**config.mk**
```make
export PLATFORM = sky130hd
export DESIGN_NAME = v3g_lane
export DESIGN_NICKNAME = d
export VERILOG_FILES = /design/src/rtl/v3g_pkg.sv /design/src/rtl/v3g_lane.sv
export SDC_FILE = /design/constraint.sdc
export NUM_CORES = 2
export LEC_CHECK = 0
export BUFFER_PORTS_ARGS = -buffer_cell sky130_fd_sc_hd__buf_2
export CORE_UTILIZATION = 31
export DETAILED_ROUTE_END_ITERATION = 7
export PLACE_DENSITY = 0.49
export SLEW_MARGIN = 20
export SYNTH_ARGS = -nofsm -noshare
export SYNTH_HDL_FRONTEND = slang
export SYNTH_SLANG_ARGS = --single-unit
```
**constraint.sdc**
```tcl
create_clock -name vclk -period 7.09
set_input_delay 0 -clock vclk [all_inputs]
set_output_delay 0 -clock vclk [all_outputs]
set_load 0.01 [all_outputs]
```
**src/rtl/v3g_pkg.sv**
```systemverilog
// Package for the 3D vector geometry unit: request and result structs, opcodes,
// status codes and the divider depth. No dependencies.
`default_nettype none
package v3g_pkg;

  // Quotient bits resolved by the divider pipeline, one per stage.
  localparam int unsigned DivStages = 34;

  typedef enum logic [2:0] {
    FUNC_DOT   = 3'd0,
    FUNC_CROSS = 3'd1,
    FUNC_LEN   = 3'd2,
    FUNC_NORM  = 3'd3,
    FUNC_SCALE = 3'd4
  } func_e;

  typedef enum logic [1:0] {
    ST_OK   = 2'd0,
    ST_SAT  = 2'd1,
    ST_ZERO = 2'd2
  } status_e;

  typedef struct packed {
    logic [2:0]        func;
    logic signed [31:0] vec_a_x;
    logic signed [31:0] vec_a_y;
    logic signed [31:0] vec_a_z;
    logic signed [31:0] vec_b_x;
    logic signed [31:0] vec_b_y;
    logic signed [31:0] vec_b_z;
    logic signed [31:0] target_len;
  } req_t;

  typedef struct packed {
    logic signed [31:0] res_x;
    logic signed [31:0] res_y;
    logic signed [31:0] res_z;
    logic [1:0]         status;
  } res_t;

  // Saturate a signed value of up to 67 bits to the signed 32-bit range.
  function automatic logic [32:0] sat32(input logic signed [66:0] v);
    logic [32:0] r;
    if (v > 67'sd2147483647) begin
      r = {1'b1, 32'h7FFF_FFFF};
    end else if (v < -67'sd2147483648) begin
      r = {1'b1, 32'h8000_0000};
    end else begin
      r = {1'b0, v[31:0]};
    end
    return r;
  endfunction

endpackage
`default_nettype wire

```
**src/rtl/v3g_lane.sv**
```systemverilog
// One product lane: given the two components it owns, it forms their signed
// product, as dot and cross need. Depends on v3g_pkg.
`default_nettype none
module v3g_lane
  import v3g_pkg::*;
(
  input  logic signed [31:0] p_i,
  input  logic signed [31:0] q_i,
  output logic signed [63:0] prod_o
);
  assign prod_o = 64'(p_i) * 64'(q_i);
endmodule
`default_nettype wire

```
==> flow_metrics.py <==
metrics = {
    "cells_and_area": {
        "final_area_mm2": 0.0447,
        "nets": 5671,
        "final_common_cell": "fa_1",
        "seq_cells": 0,
        "drive_above_1_share_pct": 20.9,
        "regArea_um2": 0,
        "clockBufferCount": 0,
        "utilization_pct": 38.5,
        "final_cell_mix": "fa_1 (1,014), inv_1 (937), nand2_1 (502), and2_1 (499), buf_4 (443)",
        "syn_to_final_growth_pct": 23.3,
        "final-instance-count-excl-fill": 5865,
    },
    "logic_synthesis": {
        "synth_area_per_cell_um2": 9.35,
        "synth-seq-area-share_pct": 0,
        "syn_inst": 3876,
        "netlist_area_mm2": 0.0362,
        "synth_nets": 5206,
        "synth_cell_types": 61,
        "yosysWarnings": 0,
    },
    "run_status": {
        "status": "finished, final reports clean",
    },
    "place": {
        "place_inst": 5793,
        "dpl_cell_area_mm2": 0.0420,
        "dp_hpwl_um": 97700,
        "place.port_buffers": 128,
        "place_congestion": 0.866,
    },
    "timing": {
        "hold_violations": 0,
        "hold-worst-slack_ns": 0.684,
        "setup_viol": 0,
        "slew_viol_final": 0,
        "fmax_mhz": 142,
        "slew_headroom_pct": 60.9,
        "layout_min_cycle_time_ns": 7.06,
        "tightestPinTransition_ns": 0.580,
        "timing.final.crit_share_pct": 99.6,
        "rsz0062_at_grt": "true",
    },
    "global_routing": {
        "grt_pass1_vias": 29300,
        "grt_start_max_net_pins": 30,
        "grt_util_all_layers_pct": 18.7,
        "grt_antenna_before_repair": 3,
        "grt_pass1_wl_um": 168000,
        "grt_overflow": 0,
    },
    "critical_path": {
        "worst-endpoint-required_ns": 7.09,
        "cp-start-kind": "primary input",
        "critPathSlowestCell": "fa_2",
        "crit_arrival_ns": 7.06,
        "setup.worst_path.end_class": "primary output",
        "crit_end": "prod_o[63]",
        "cp_max_fo": 5,
        "worstSetupPathType": "primary input to primary output",
        "path_common_cell": "fa_1",
        "critPathMaxStageDelay_ns": 0.61,
        "worstSetupStartpoint": "p_i[19]",
    },
    "die": {
        "start_util_pct": 31.2,
        "dieArea_mm2": 0.118,
        "die_h_um": 344,
        "pin_count": 128,
        "rows": 125,
        "core_mm2": 0.116,
        "die_w_um": 344,
    },
    "drt": {
        "drc_errors": 0,
        "wl_per_cell_um": 18.8,
        "ant_nets": 0,
        "first_pass_iters": 5,
        "viasPerCell": 4.57,
        "drt_iter0_markers": 1203,
        "vias": 26800,
        "wl_um": 110000,
    },
    "run": {
        "max-cap-violations": 0,
    },
    "clocking": {
        "hold_buffers": 0,
    },
    "hold_path": {
        "min_path_type": "primary input to primary output",
    },
}
==> cell type report <==
class              count  area (um2)
inverters            957        3600
well taps           1524        1910
fillers            11800       71400
multi-input cells   2715       32900
diodes                 2        5.00
repair buffers       667        6220
==> synth_stat cells, types with 2 or more instances <==
master	instances	area share (%)
fa_1	1082	60
inv_1	957	9.9
nand2_1	518	5.4
and2_1	513	8.9
clkbuf_1	197	2.0
ha_1	184	6.4
a21oi_1	64	0.88
nor2_1	54	0.56
xnor2_1	47	1.1
o21ai_0	43	0.59
a21o_1	24	0.50
xor2_1	23	0.56
o21bai_1	15	0.31
nand3_1	14	0.19
nand2b_1	12	0.21
nand4_1	11	0.19
nor3_1	11	0.15
a211oi_1	8	0.17
a31oi_1	8	0.14
and3_1	6	0.10
and4_1	6	0.15
o21a_1	6	0.12
and2_2	5	0.10
nor2b_1	5	0.086
o21ai_1	5	0.069
a311oi_1	4	0.097
or3_1	4	0.069
a21o_2	3	0.073
a31o_2	3	0.073
buf_1	3	0.031
buf_6	3	0.093
o221ai_1	3	0.073
a21boi_0	2	0.041
a311o_1	2	0.055
nor4_1	2	0.035
o211ai_1	2	0.041
o311ai_0	2	0.048
or2b_2	2	0.048
==> kinds of logic after synthesis <==
family / count (synthesis) / synth area share [%]
compound gates: 211 / 3.82
xor+xnor: 70 / 1.69
fa+ha+maj: 1266 / 66.1
buf+inv: 1161 / 12.1
simple gates: 1168 / 16.2
==> how the worst min path moves through the flow <==
| stage | start | to | slack [ns] | cells past startpoint |
|---|---|---|---|---|
| detailed placement | q_i[0] | prod_o[0] | 0.70 | 4 |
| floorplan | q_i[0] | prod_o[0] | 0.15 | 1 |
| finish | q_i[0] | prod_o[0] | 0.68 | 4 |
| global placement | q_i[0] | prod_o[0] | 0.69 | 4 |
| CTS | q_i[0] | prod_o[0] | 0.70 | 4 |
| global route | q_i[0] | prod_o[0] | 0.72 | 4 |
==> critical path, delay by kind of cell <==
kind | cells | cell delay [ns]
and+or+nand+nor | 1 | 0.15
adders and majority gates | 9 | 4.45
xor gates and xnor gates | 1 | 0.16
AOI/OAI and AO/OA | 7 | 1.43
buffers and inverters | 9 | 0.86
==> through the flow <==
step	TNS, ns	setup slack (ns)
3_5_place_dp	-8.98	-0.614
4_1_cts	-0.0947	-0.0435
5_1_grt	-1.29	-0.176
2_1_floorplan	0	0.0747
3_3_place_gp	-9.59	-0.622
6_report	0	0.0255
==> per-layer routing <==
layer	vias to the layer above	routed length (um)	GRT usage, %
li1	12000	-	-
met1	14200	42900	22.8
met2	497	60300	35.8
met3	128	3670	0.923
met4	2	3440	4.10
met5	-	13	0
==> repair_timing <==
item	CTS	global route
gates cloned	3	16
pin swaps	101	155
setup buffers	25	31
resized for setup	220	249
setup endpoints to repair	32	31
hold endpoints to repair	0	0
Power is left out: the tool's default activity adds up to more than one toggle a clock period on the data nets, which glitch-free logic cannot reach.
